File: config.mk
export PLATFORM = sky130hd
export DESIGN_NAME = lidar_frame_parser_averager
export DESIGN_NICKNAME = d
export VERILOG_FILES = /design/src/rtl/lfpa_pkg.sv /design/src/rtl/lfpa_div.sv /design/src/rtl/lfpa_datapath.sv /design/src/rtl/lfpa_ctrl.sv /design/src/rtl/lidar_frame_parser_averager.sv
export SDC_FILE = /design/constraint.sdc
export NUM_CORES = 1
export LEC_CHECK = 0
export ABC_AREA = 1
export BUFFER_PORTS_ARGS = -buffer_cell sky130_fd_sc_hd__buf_4
export CAP_MARGIN = 40
export CORE_MARGIN = 2
export CORE_UTILIZATION = 35
export CTS_CLUSTER_DIAMETER = 120
export DETAILED_ROUTE_END_ITERATION = 10
export PLACE_DENSITY = 0.56
export SLEW_MARGIN = 0
export SYNTH_ARGS = -nofsm -noshare
export SYNTH_HDL_FRONTEND = slang
export SYNTH_SLANG_ARGS = --single-unit
File: constraint.sdc
create_clock -name clk -period 3.3 [get_ports clk]
set_input_delay 0.66 -clock clk [delete_from_list [all_inputs] [get_ports clk]]
set_output_delay 0.66 -clock clk [all_outputs]
set_load 0.02 [all_outputs]
File: src/rtl/lfpa_pkg.sv
// ----------------------------------------------------------------------------
// lfpa_pkg
// Shared constants, codes and controller/datapath signal groups for the
// range-sensor frame parser and distance averager.
// ----------------------------------------------------------------------------
package lfpa_pkg;

  localparam int CFG_W      = 15;
  localparam int CFG_IDX_W  = 2;
  localparam int SUM_W      = 25;
  localparam int CNT_W      = 10;
  localparam int FRAC_W     = 8;
  localparam int DIST_W     = 24;
  localparam int DVD_W      = SUM_W + FRAC_W;
  localparam int DIV_STEPS  = DVD_W;
  localparam int DIV_CNT_W  = $clog2(DIV_STEPS + 1);

  localparam logic [CNT_W-1:0]     COUNT_LIMIT = CNT_W'(1023);
  localparam logic [7:0]           HDR_BYTE    = 8'h59;
  localparam logic [7:0]           SIG_MIN     = 8'd7;
  localparam logic [CFG_W:0]       OOR_ADD_CM  = (CFG_W + 1)'(100);
  localparam logic [CFG_W-1:0]     MODEL_MAX_RST = CFG_W'(1200);
  localparam logic [CFG_W-1:0]     USER_MAX_RST  = CFG_W'(1200);

  localparam logic [CFG_IDX_W-1:0] CFG_MODEL_MAX = 2'd0;
  localparam logic [CFG_IDX_W-1:0] CFG_SIG_CHECK = 2'd1;
  localparam logic [CFG_IDX_W-1:0] CFG_USER_MAX  = 2'd2;

  localparam logic [3:0] POS_HDR0  = 4'd0;
  localparam logic [3:0] POS_HDR1  = 4'd1;
  localparam logic [3:0] POS_DLO   = 4'd2;
  localparam logic [3:0] POS_DHI   = 4'd3;
  localparam logic [3:0] POS_SIG   = 4'd6;
  localparam logic [3:0] POS_CSUM  = 4'd8;

  localparam logic CMD_BYTE    = 1'b0;
  localparam logic CMD_READOUT = 1'b1;

  typedef enum logic [1:0] {
    STATUS_NONE = 2'd0,
    STATUS_AVG  = 2'd1,
    STATUS_OOR  = 2'd2
  } status_t;

  typedef struct packed {
    logic take_byte;
    logic readout;
    logic div_finish;
  } lfpa_cmd_t;

  typedef struct packed {
    logic good_nz;
    logic div_done;
  } lfpa_sts_t;

endpackage

File: src/rtl/lfpa_div.sv
// ----------------------------------------------------------------------------
// lfpa_div
// Bit-serial restoring divider: one quotient bit per cycle.
// ----------------------------------------------------------------------------
module lfpa_div (
  input  logic                         clk,
  input  logic                         rst_n,
  input  logic                         start,
  input  logic [lfpa_pkg::DVD_W-1:0]   dividend,
  input  logic [lfpa_pkg::CNT_W-1:0]   divisor,
  output logic                         done,
  output logic [lfpa_pkg::DIST_W-1:0]  quotient
);
  import lfpa_pkg::*;

  logic [DIV_CNT_W-1:0] cnt_r, cnt_nxt;
  logic                 done_r, done_nxt;
  logic [DVD_W-1:0]     dvd_r, dvd_nxt;
  logic [CNT_W:0]       rem_r, rem_nxt;
  logic [CNT_W:0]       rem_sh;
  logic [CNT_W:0]       rem_sub;
  logic [CNT_W-1:0]     dsr_r;
  logic                 qbit;

  assign rem_sh  = {rem_r[CNT_W-1:0], dvd_r[DVD_W-1]};
  assign qbit    = (rem_sh >= {1'b0, dsr_r});
  assign rem_sub = rem_sh - {1'b0, dsr_r};

  always_comb begin
    cnt_nxt  = cnt_r;
    dvd_nxt  = dvd_r;
    rem_nxt  = rem_r;
    done_nxt = 1'b0;
    if (start) begin
      cnt_nxt = DIV_CNT_W'(DIV_STEPS);
      dvd_nxt = dividend;
      rem_nxt = '0;
    end else if (cnt_r != '0) begin
      cnt_nxt  = cnt_r - DIV_CNT_W'(1);
      dvd_nxt  = {dvd_r[DVD_W-2:0], qbit};
      rem_nxt  = qbit ? rem_sub : rem_sh;
      done_nxt = (cnt_r == DIV_CNT_W'(1));
    end
  end

  always_ff @(posedge clk) begin
    if (!rst_n) begin
      cnt_r  <= '0;
      done_r <= 1'b0;
    end else begin
      cnt_r  <= cnt_nxt;
      done_r <= done_nxt;
    end
  end

  always_ff @(posedge clk) begin
    dvd_r <= dvd_nxt;
    rem_r <= rem_nxt;
    if (start) begin
      dsr_r <= divisor;
    end
  end

  assign done     = done_r;
  assign quotient = dvd_r[DIST_W-1:0];

endmodule

File: src/rtl/lfpa_datapath.sv
// ----------------------------------------------------------------------------
// lfpa_datapath
// Frame parser, checksum and classification, saturating counters, distance
// sum, configuration registers, divider and result register.
// ----------------------------------------------------------------------------
module lfpa_datapath (
  input  logic                             clk,
  input  logic                             rst_n,
  input  lfpa_pkg::lfpa_cmd_t              cmd,
  output lfpa_pkg::lfpa_sts_t              sts,
  input  logic [7:0]                       data_byte,
  input  logic                             cfg_we,
  input  logic [lfpa_pkg::CFG_IDX_W-1:0]   cfg_index,
  input  logic [lfpa_pkg::CFG_W-1:0]       cfg_wdata,
  output logic [1:0]                       status,
  output logic [lfpa_pkg::DIST_W-1:0]      distance_q8
);
  import lfpa_pkg::*;

  logic [CFG_W-1:0] model_max_r;
  logic             sig_check_r;
  logic [CFG_W-1:0] user_max_r;

  logic [3:0]       pos_r, pos_nxt;
  logic [7:0]       csum_r, csum_nxt;
  logic [7:0]       dlo_r, dhi_r, sig_r;
  logic [SUM_W-1:0] sum_r, sum_nxt;
  logic [CNT_W-1:0] good_r, good_nxt;
  logic [CNT_W-1:0] bad_r, bad_nxt;

  logic [CFG_W-1:0] frame_dist;
  logic             frame_end;
  logic             csum_ok;
  logic             out_range;
  logic             sig_fail;
  logic             good_nz;
  logic [CFG_W:0]   user_plus;
  logic [CFG_W:0]   oor_cm;
  logic [1:0]       direct_status;
  logic [DIST_W-1:0] direct_dist;

  logic [1:0]        status_r;
  logic [DIST_W-1:0] dist_r;

  logic              div_done;
  logic [DIST_W-1:0] div_q;

  assign frame_dist = {dhi_r[6:0], dlo_r};
  assign frame_end  = cmd.take_byte && (pos_r == POS_CSUM);
  assign csum_ok    = (data_byte == csum_r);
  assign out_range  = dhi_r[7] || (frame_dist == model_max_r);
  assign sig_fail   = sig_check_r && (sig_r < SIG_MIN);
  assign good_nz    = (good_r != '0);

  assign user_plus = {1'b0, user_max_r} + OOR_ADD_CM;
  assign oor_cm    = ({1'b0, model_max_r} > user_plus) ? {1'b0, model_max_r} : user_plus;

  always_comb begin
    direct_status = STATUS_NONE;
    direct_dist   = '0;
    if (bad_r != '0) begin
      direct_status = STATUS_OOR;
      direct_dist   = DIST_W'({oor_cm, {FRAC_W{1'b0}}});
    end
  end

  always_comb begin
    pos_nxt  = pos_r;
    csum_nxt = csum_r;
    if (cmd.take_byte) begin
      priority case (1'b1)
        pos_r == POS_HDR0: begin
          if (data_byte == HDR_BYTE) begin
            csum_nxt = data_byte;
            pos_nxt  = POS_HDR1;
          end
        end
        pos_r == POS_HDR1: begin
          if (data_byte == HDR_BYTE) begin
            csum_nxt = csum_r + data_byte;
            pos_nxt  = POS_DLO;
          end else begin
            pos_nxt = POS_HDR0;
          end
        end
        pos_r < POS_CSUM: begin
          csum_nxt = csum_r + data_byte;
          pos_nxt  = pos_r + 4'd1;
        end
        default: begin
          pos_nxt = POS_HDR0;
        end
      endcase
    end
  end

  always_comb begin
    sum_nxt  = sum_r;
    good_nxt = good_r;
    bad_nxt  = bad_r;
    if (cmd.readout) begin
      sum_nxt  = '0;
      good_nxt = '0;
      bad_nxt  = '0;
    end else if (frame_end && csum_ok) begin
      if (out_range || sig_fail) begin
        if (bad_r < COUNT_LIMIT) begin
          bad_nxt = bad_r + CNT_W'(1);
        end
      end else if (good_r < COUNT_LIMIT) begin
        sum_nxt  = sum_r + SUM_W'(frame_dist);
        good_nxt = good_r + CNT_W'(1);
      end
    end
  end

  always_ff @(posedge clk) begin
    if (!rst_n) begin
      model_max_r <= MODEL_MAX_RST;
      sig_check_r <= 1'b0;
      user_max_r  <= USER_MAX_RST;
      pos_r       <= POS_HDR0;
      csum_r      <= '0;
      dlo_r       <= '0;
      dhi_r       <= '0;
      sig_r       <= '0;
      sum_r       <= '0;
      good_r      <= '0;
      bad_r       <= '0;
    end else begin
      if (cfg_we) begin
        unique case (cfg_index)
          CFG_MODEL_MAX: model_max_r <= cfg_wdata;
          CFG_SIG_CHECK: sig_check_r <= cfg_wdata[0];
          CFG_USER_MAX:  user_max_r  <= cfg_wdata;
          default: ;
        endcase
      end
      pos_r  <= pos_nxt;
      csum_r <= csum_nxt;
      if (cmd.take_byte && pos_r == POS_DLO) dlo_r <= data_byte;
      if (cmd.take_byte && pos_r == POS_DHI) dhi_r <= data_byte;
      if (cmd.take_byte && pos_r == POS_SIG) sig_r <= data_byte;
      sum_r  <= sum_nxt;
      good_r <= good_nxt;
      bad_r  <= bad_nxt;
    end
  end

  lfpa_div u_div (
    .clk      (clk),
    .rst_n    (rst_n),
    .start    (cmd.readout && good_nz),
    .dividend ({sum_r, {FRAC_W{1'b0}}}),
    .divisor  (good_r),
    .done     (div_done),
    .quotient (div_q)
  );

  always_ff @(posedge clk) begin
    if (cmd.div_finish) begin
      status_r <= STATUS_AVG;
      dist_r   <= div_q;
    end else if (cmd.readout && !good_nz) begin
      status_r <= direct_status;
      dist_r   <= direct_dist;
    end
  end

  assign sts.good_nz  = good_nz;
  assign sts.div_done = div_done;
  assign status       = status_r;
  assign distance_q8  = dist_r;

endmodule

File: src/rtl/lfpa_ctrl.sv
// ----------------------------------------------------------------------------
// lfpa_ctrl
// Handshake and sequencing controller: accepts transactions, waits out the
// divider and owns the result valid flag.
// ----------------------------------------------------------------------------
module lfpa_ctrl (
  input  logic                 clk,
  input  logic                 rst_n,
  input  logic                 in_valid,
  output logic                 in_ready,
  input  logic                 in_cmd,
  output logic                 out_valid,
  input  logic                 out_ready,
  output lfpa_pkg::lfpa_cmd_t  cmd,
  input  lfpa_pkg::lfpa_sts_t  sts
);
  import lfpa_pkg::*;

  typedef enum logic {
    ST_IDLE,
    ST_DIV
  } state_t;

  state_t state_r;
  logic   out_valid_r;
  logic   acc;

  assign in_ready = (state_r == ST_IDLE) && !(in_cmd == CMD_READOUT && out_valid_r);
  assign acc      = in_valid && in_ready;

  assign cmd.take_byte  = acc && (in_cmd == CMD_BYTE);
  assign cmd.readout    = acc && (in_cmd == CMD_READOUT);
  assign cmd.div_finish = (state_r == ST_DIV) && sts.div_done;

  always_ff @(posedge clk) begin
    if (!rst_n) begin
      state_r     <= ST_IDLE;
      out_valid_r <= 1'b0;
    end else begin
      if (out_valid_r && out_ready) begin
        out_valid_r <= 1'b0;
      end
      unique case (state_r)
        ST_IDLE: begin
          if (cmd.readout) begin
            if (sts.good_nz) begin
              state_r <= ST_DIV;
            end else begin
              out_valid_r <= 1'b1;
            end
          end
        end
        ST_DIV: begin
          if (sts.div_done) begin
            state_r     <= ST_IDLE;
            out_valid_r <= 1'b1;
          end
        end
        default: state_r <= ST_IDLE;
      endcase
    end
  end

  assign out_valid = out_valid_r;

endmodule

File: src/rtl/lidar_frame_parser_averager.sv
// ----------------------------------------------------------------------------
// lidar_frame_parser_averager
// Serial range-sensor frame parser with checksum check and distance averaging.
// ----------------------------------------------------------------------------
// Serial bytes (cmd 0) are taken one per clock while no division runs and never
// produce a result. A readout (cmd 1) produces one result: with no good frames
// pending it is ready the cycle after acceptance; with good frames it waits on
// the bit-serial restoring divider, which forms one of 33 quotient bits per
// cycle, and no transaction is accepted while it runs. A readout is held off
// while the previous result still waits on the output; serial bytes are not.
module lidar_frame_parser_averager (
  input  logic                            clk,
  input  logic                            rst_n,
  input  logic                            in_valid,
  output logic                            in_ready,
  input  logic                            in_cmd,
  input  logic [7:0]                      in_data_byte,
  output logic                            out_valid,
  input  logic                            out_ready,
  output logic [1:0]                      out_status,
  output logic [lfpa_pkg::DIST_W-1:0]     out_distance_q8,
  input  logic                            cfg_we,
  input  logic [lfpa_pkg::CFG_IDX_W-1:0]  cfg_index,
  input  logic [lfpa_pkg::CFG_W-1:0]      cfg_wdata
);
  import lfpa_pkg::*;

  lfpa_cmd_t ctrl_cmd;
  lfpa_sts_t dp_sts;

  lfpa_ctrl u_ctrl (
    .clk       (clk),
    .rst_n     (rst_n),
    .in_valid  (in_valid),
    .in_ready  (in_ready),
    .in_cmd    (in_cmd),
    .out_valid (out_valid),
    .out_ready (out_ready),
    .cmd       (ctrl_cmd),
    .sts       (dp_sts)
  );

  lfpa_datapath u_dp (
    .clk         (clk),
    .rst_n       (rst_n),
    .cmd         (ctrl_cmd),
    .sts         (dp_sts),
    .data_byte   (in_data_byte),
    .cfg_we      (cfg_we),
    .cfg_index   (cfg_index),
    .cfg_wdata   (cfg_wdata),
    .status      (out_status),
    .distance_q8 (out_distance_q8)
  );

`ifndef ASSERT_OFF
  a_readout_needs_free_out: assert property (@(posedge clk) disable iff (!rst_n)
    ctrl_cmd.readout |-> !out_valid)
    else $error("readout accepted while a result is pending");

  a_div_done_shows_result: assert property (@(posedge clk) disable iff (!rst_n)
    ctrl_cmd.div_finish |=> (out_valid && out_status == STATUS_AVG))
    else $error("divider finish did not present an average");

  a_busy_while_dividing: assert property (@(posedge clk) disable iff (!rst_n)
    (ctrl_cmd.readout && dp_sts.good_nz) |=> !in_ready)
    else $error("input accepted while divider runs");
`endif

endmodule

==> reports/summary.md <==
The flow ran to the end, and the final reports show no timing, DRC or antenna violations. The power share of the clock group was 0.297. The tools report the category of the worst setup path launch point as a flip-flop. The run gives 0.513 as the remaining max-slew budget at the tightest pin.

Sequential area share after synthesis: 0.392. The synthesized design spends more area on one cell type than any other, namely dfxtp_1. Clock skew after layout: 0.0116 ns.

The pin count of the biggest net entering global routing is 63, and the number of remaining DRC errors is 0. Setup violations remaining at the end of the flow were counted as 0. The floorplan die width came out at 187 µm. At the pin with the least slew margin, the transition time is 0.729 ns. The number of antenna cells inserted was 0; the number of stages on the worst hold path was 3. The run gives 5 as the length of the first detailed-routing pass in iterations. The worst path meets setup with 0.400 ns of slack.

During synthesis, Yosys emitted a total of 0 warnings. The number of cells upsized or downsized after cts is 0, and the clock slew seen by the registers of the worst setup and hold paths is 0.07 ns. The final worst-path cycle share is 0.879, and the setup slack after placement is 0.429 ns.

Global routing finished with a remaining overflow of 0. The analysis attributes to net switching a power of 2.32 mW. The worst hold path begins at cfg_wdata[6]. By area the synthesized netlist is led by dfxtp_1 24%, edfxtp_1 15%, nand2_1 13%.

The number of cells in the design after placement was 2,088; the via count normalized by instance count was 4.87. The tools report the wire length of the first global-routing pass as 49.4 mm. The number of antenna violations at the first check in global routing is 0, and the proportion of total power due to net switching is 0.332.

For the worst path arrival time, the log shows 3.10 ns. After clock tree synthesis, the flow added hold-fix buffers numbering 0. The final layout contains routed wiring with a total length of 30.2 mm. The final hold violation count came out at 0. The total global-route track usage was 0.175. The initial standard-cell utilization of the core is 0.357, and the leakage power summed over all cells is 6.00 nW. Clock tree synthesis selected as its root buffer the cell clkbuf_16.

The number of clock buffers added by TritonCTS is 17. Setup slack on the worst reg-to-reg path comes out at 0.40 ns. The worst min-delay path endpoint is u_dp.user_max_r[6].

The total setup buffers inserted after CTS is 0. The critical path is of the reg2reg type. The number of cells on the worst reg-to-reg path works out to 18. The multi-input combinational cells in the finished layout cover a total of 6020 µm².

The final weighted congestion in routability-driven placement was 0.888; the via count of the first global-routing pass was 9,591. The startpoint identified for the worst register-to-register timing path is u_dp.user_max_r[2]. The core region is 32,800 µm². The floorplan step defined a die boundary enclosing 34,900 µm². The count of nets left with antenna violations once routing finished came out at 0.

The ratio of cells with drive above 1 in the final layout came out at 0.0995. Compared with the post-synthesis result, the final layout area differs by 12.5%. Measured along the y axis, the die boundary spans 187 µm. The overall via count from detail_route is 10.3k, and the share of total power in combinational logic is 0.256. Counting every sink on the clock net gives 200. The path class of the tightest hold or removal check is in2reg.

The buffer depth of the longest clock path is 2. Power spread over the standard cell area amounts to 529 nW/µm². The run gives 0.447 as the power share of the sequential group. After detailed routing, the average wire length per cell comes to 14.3 µm. The worst-path maximum fanout came out at 12. The run gives 387 µV as the worst supply voltage drop on vdd.

Counting the fill cells in the layout gives 3,385. The number of different library cells used by synthesis comes to 52. Detailed placement ended at an HPWL of 23.1 mm. TritonCTS built the clock tree. The number of synthesized register bits was 200. The portion of synthesized cell area occupied by the leading cell type was 0.241; the synthesized area per cell was 7.24 µm². For the top-level I/O count, the log shows 59.

The endpoint type of the worst setup path is a flip-flop. The floorplan has 66 rows. The finished layout holds 2,120 standard cells, fillers aside. The run gives 0 ns as the final sum of negative setup slack. Derived from the worst setup path, the maximum achievable clock frequency is 0.345 GHz. Cell internal power was estimated by the tool at 4.66 mW. Setup repair after global routing left no endpoint under its margin. The H-tree was split into 4 levels. Area of all sequential standard cells: 4590 µm².

Endpoint of the worst register-to-register path: u_dp.distance_q8[15]. The logs give 1,757 for the number of nets in the final layout and 0 for the max-slew violation count. The run gives 3.50 ns as the worst endpoint required time. The minimum clock period is 2.90 ns, and the total of max-cap violations is 0. The count of buffers added on input and output ports is 58.

Counting every net in the synthesized netlist gives 1,709. The synthesized cell area was 11,700 µm². Synthesis produced 1,617 cells. At the later pin of the worst-skew pair, clock insertion delay measures 0.45 ns. After the first detailed-routing iteration, the DRC count stood at 547.

The tools report the timing startpoint of the critical path as u_dp.user_max_r[2].
## state kept, by name, indices dropped and copies added, names as in the netlist, 2 cells and up
| register | flops |
|---|---|
| u_dp.distance_q8 | 24 |
| u_dp.status | 2 |
| u_dp.dhi_r | 8 |
| u_dp.bad_r | 10 |
| u_dp.dlo_r | 8 |
| u_dp.sum_r | 25 |
| u_dp.u_div.dvd_r | 33 |
| u_dp.user_max_r | 15 |
| u_dp.u_div.cnt_r | 6 |
| u_dp.good_r | 10 |
| u_dp.pos_r | 4 |
| u_dp.model_max_r | 15 |
| u_dp.sig_r | 8 |
| u_dp.csum_r | 8 |
| u_dp.u_div.dsr_r | 10 |
| u_dp.u_div.rem_r | 10 |
## metal layers
| layer | track usage | wire length [µm] | vias to the layer above |
|---|---|---|---|
| met4 | 0.0467 | 368 | 0 |
| met1 | 0.249 | 15200 | 4739 |
| met2 | 0.276 | 13400 | 184 |
| met3 | 0.0272 | 1220 | 19 |
| met5 | 0 | 0 | - |
| li1 | - | - | 5375 |
## cell type report
class / count / area share
Clock inverter: 13 / 0.00797
Timing Repair Buffer: 72 / 0.0410
Tap cell: 442 / 0.0420
Clock buffer: 19 / 0.0361
Inverter: 238 / 0.0680
Sequential cell: 200 / 0.349
Multi-Input combinational cell: 1136 / 0.456
## per-stage QoR
step	power [mW]	area, µm²	hold slack [ns]	util
finish	6.98	13200	0.441	0.402
global route	7.44	13200	0.426	0.402
CTS	7.04	13200	0.415	0.402
detailed placement	4.96	12600	0.444	0.384
global placement	4.92	12600	0.441	0.384
floorplan	4.50	11700	0.430	-
## power groups by stage
stage / combinational (mW) / clock [mW] / sequential (mW)
finish: 1.79 / 2.07 / 3.12
global route: 2.06 / 2.23 / 3.16
CTS: 1.79 / 2.13 / 3.12
detailed placement: 1.78 / 0 / 3.17
global placement: 1.75 / 0 / 3.17
floorplan: 1.37 / 0 / 3.14
## how the worst max path moves through the flow
stage                           end  cells after the start
2_1_floorplan  u_dp.distance_q8[22]                     17
3_3_place_gp   u_dp.distance_q8[18]                     17
3_5_place_dp   u_dp.distance_q8[15]                     17
6_report       u_dp.distance_q8[15]                     18
4_1_cts        u_dp.distance_q8[15]                     17
5_1_grt        u_dp.distance_q8[16]                     17
## synth_stat cells, drive strengths merged
cell type	n
xnor2	12
o21bai	1
a21oi	137
clkbuf	24
nand3	124
inv	235
o311ai	1
o21a	4
a21o	4
buf	19
dfxtp	141
nand4	34
a211oi	2
xor2	27
a31oi	3
o2111ai	1
and2	2
edfxtp	59
nand2	418
clkinv	3
fa	3
nand3b	5
nor3	23
a21boi	4
a22o	1
o21ai	123
o211ai	6
and3	3
nor2	133
ha	58
nor4	5
or2	2
## cell usage in the layout, fill, tap and decap left out, drive strengths merged
cell type,synthesis,routed
edfxtp,59,59
nor3,23,23
o21a,4,4
a31oi,3,3
xnor2,12,12
xor2,27,27
or2,2,2
a21o,4,4
nor4,5,5
o2111ai,1,1
a211oi,2,2
a21oi,137,137
fa,3,3
nand4,34,34
a22o,1,1
a21boi,4,4
buf,19,72
ha,58,58
nand3,124,124
nand2,418,418
clkinv,3,10
clkbuf,24,19
and2,2,2
o21ai,123,123
nor2,133,133
inv,235,241
dfxtp,141,141
nand3b,5,5
o21bai,1,1
o211ai,6,6
o311ai,1,1
and3,3,3
## kinds of logic (layout without fill, tap and decap cells)
| group | after synthesis | count (layout) | synth area share |
|---|---|---|---|
| AOI/OAI and AO/OA | 287 | 287 | 0.133 |
| xor gates and xnor gates | 39 | 39 | 0.0292 |
| adders and majority gates | 61 | 61 | 0.0671 |
| buffers and inverters | 281 | 342 | 0.0946 |
| DFF | 200 | 200 | 0.392 |
| and+or+nand+nor | 749 | 749 | 0.284 |
## critical path, cell delays in order (launching register included)
cell	delay (ns)
dfxtp_1	0.41
ha_1	0.20
nand2_1	0.07
nand2_1	0.11
nand4_1	0.15
inv_1	0.11
a21o_1	0.11
nand2_1	0.07
ha_1	0.28
inv_1	0.04
nor3_1	0.18
inv_1	0.07
nor2_1	0.15
nand2_1	0.08
nand2_1	0.15
buf_4	0.22
nand3_1	0.10
nand3_1	0.09
nand2_1	0.05
Note: power is estimated with default switching activity, not from simulation.
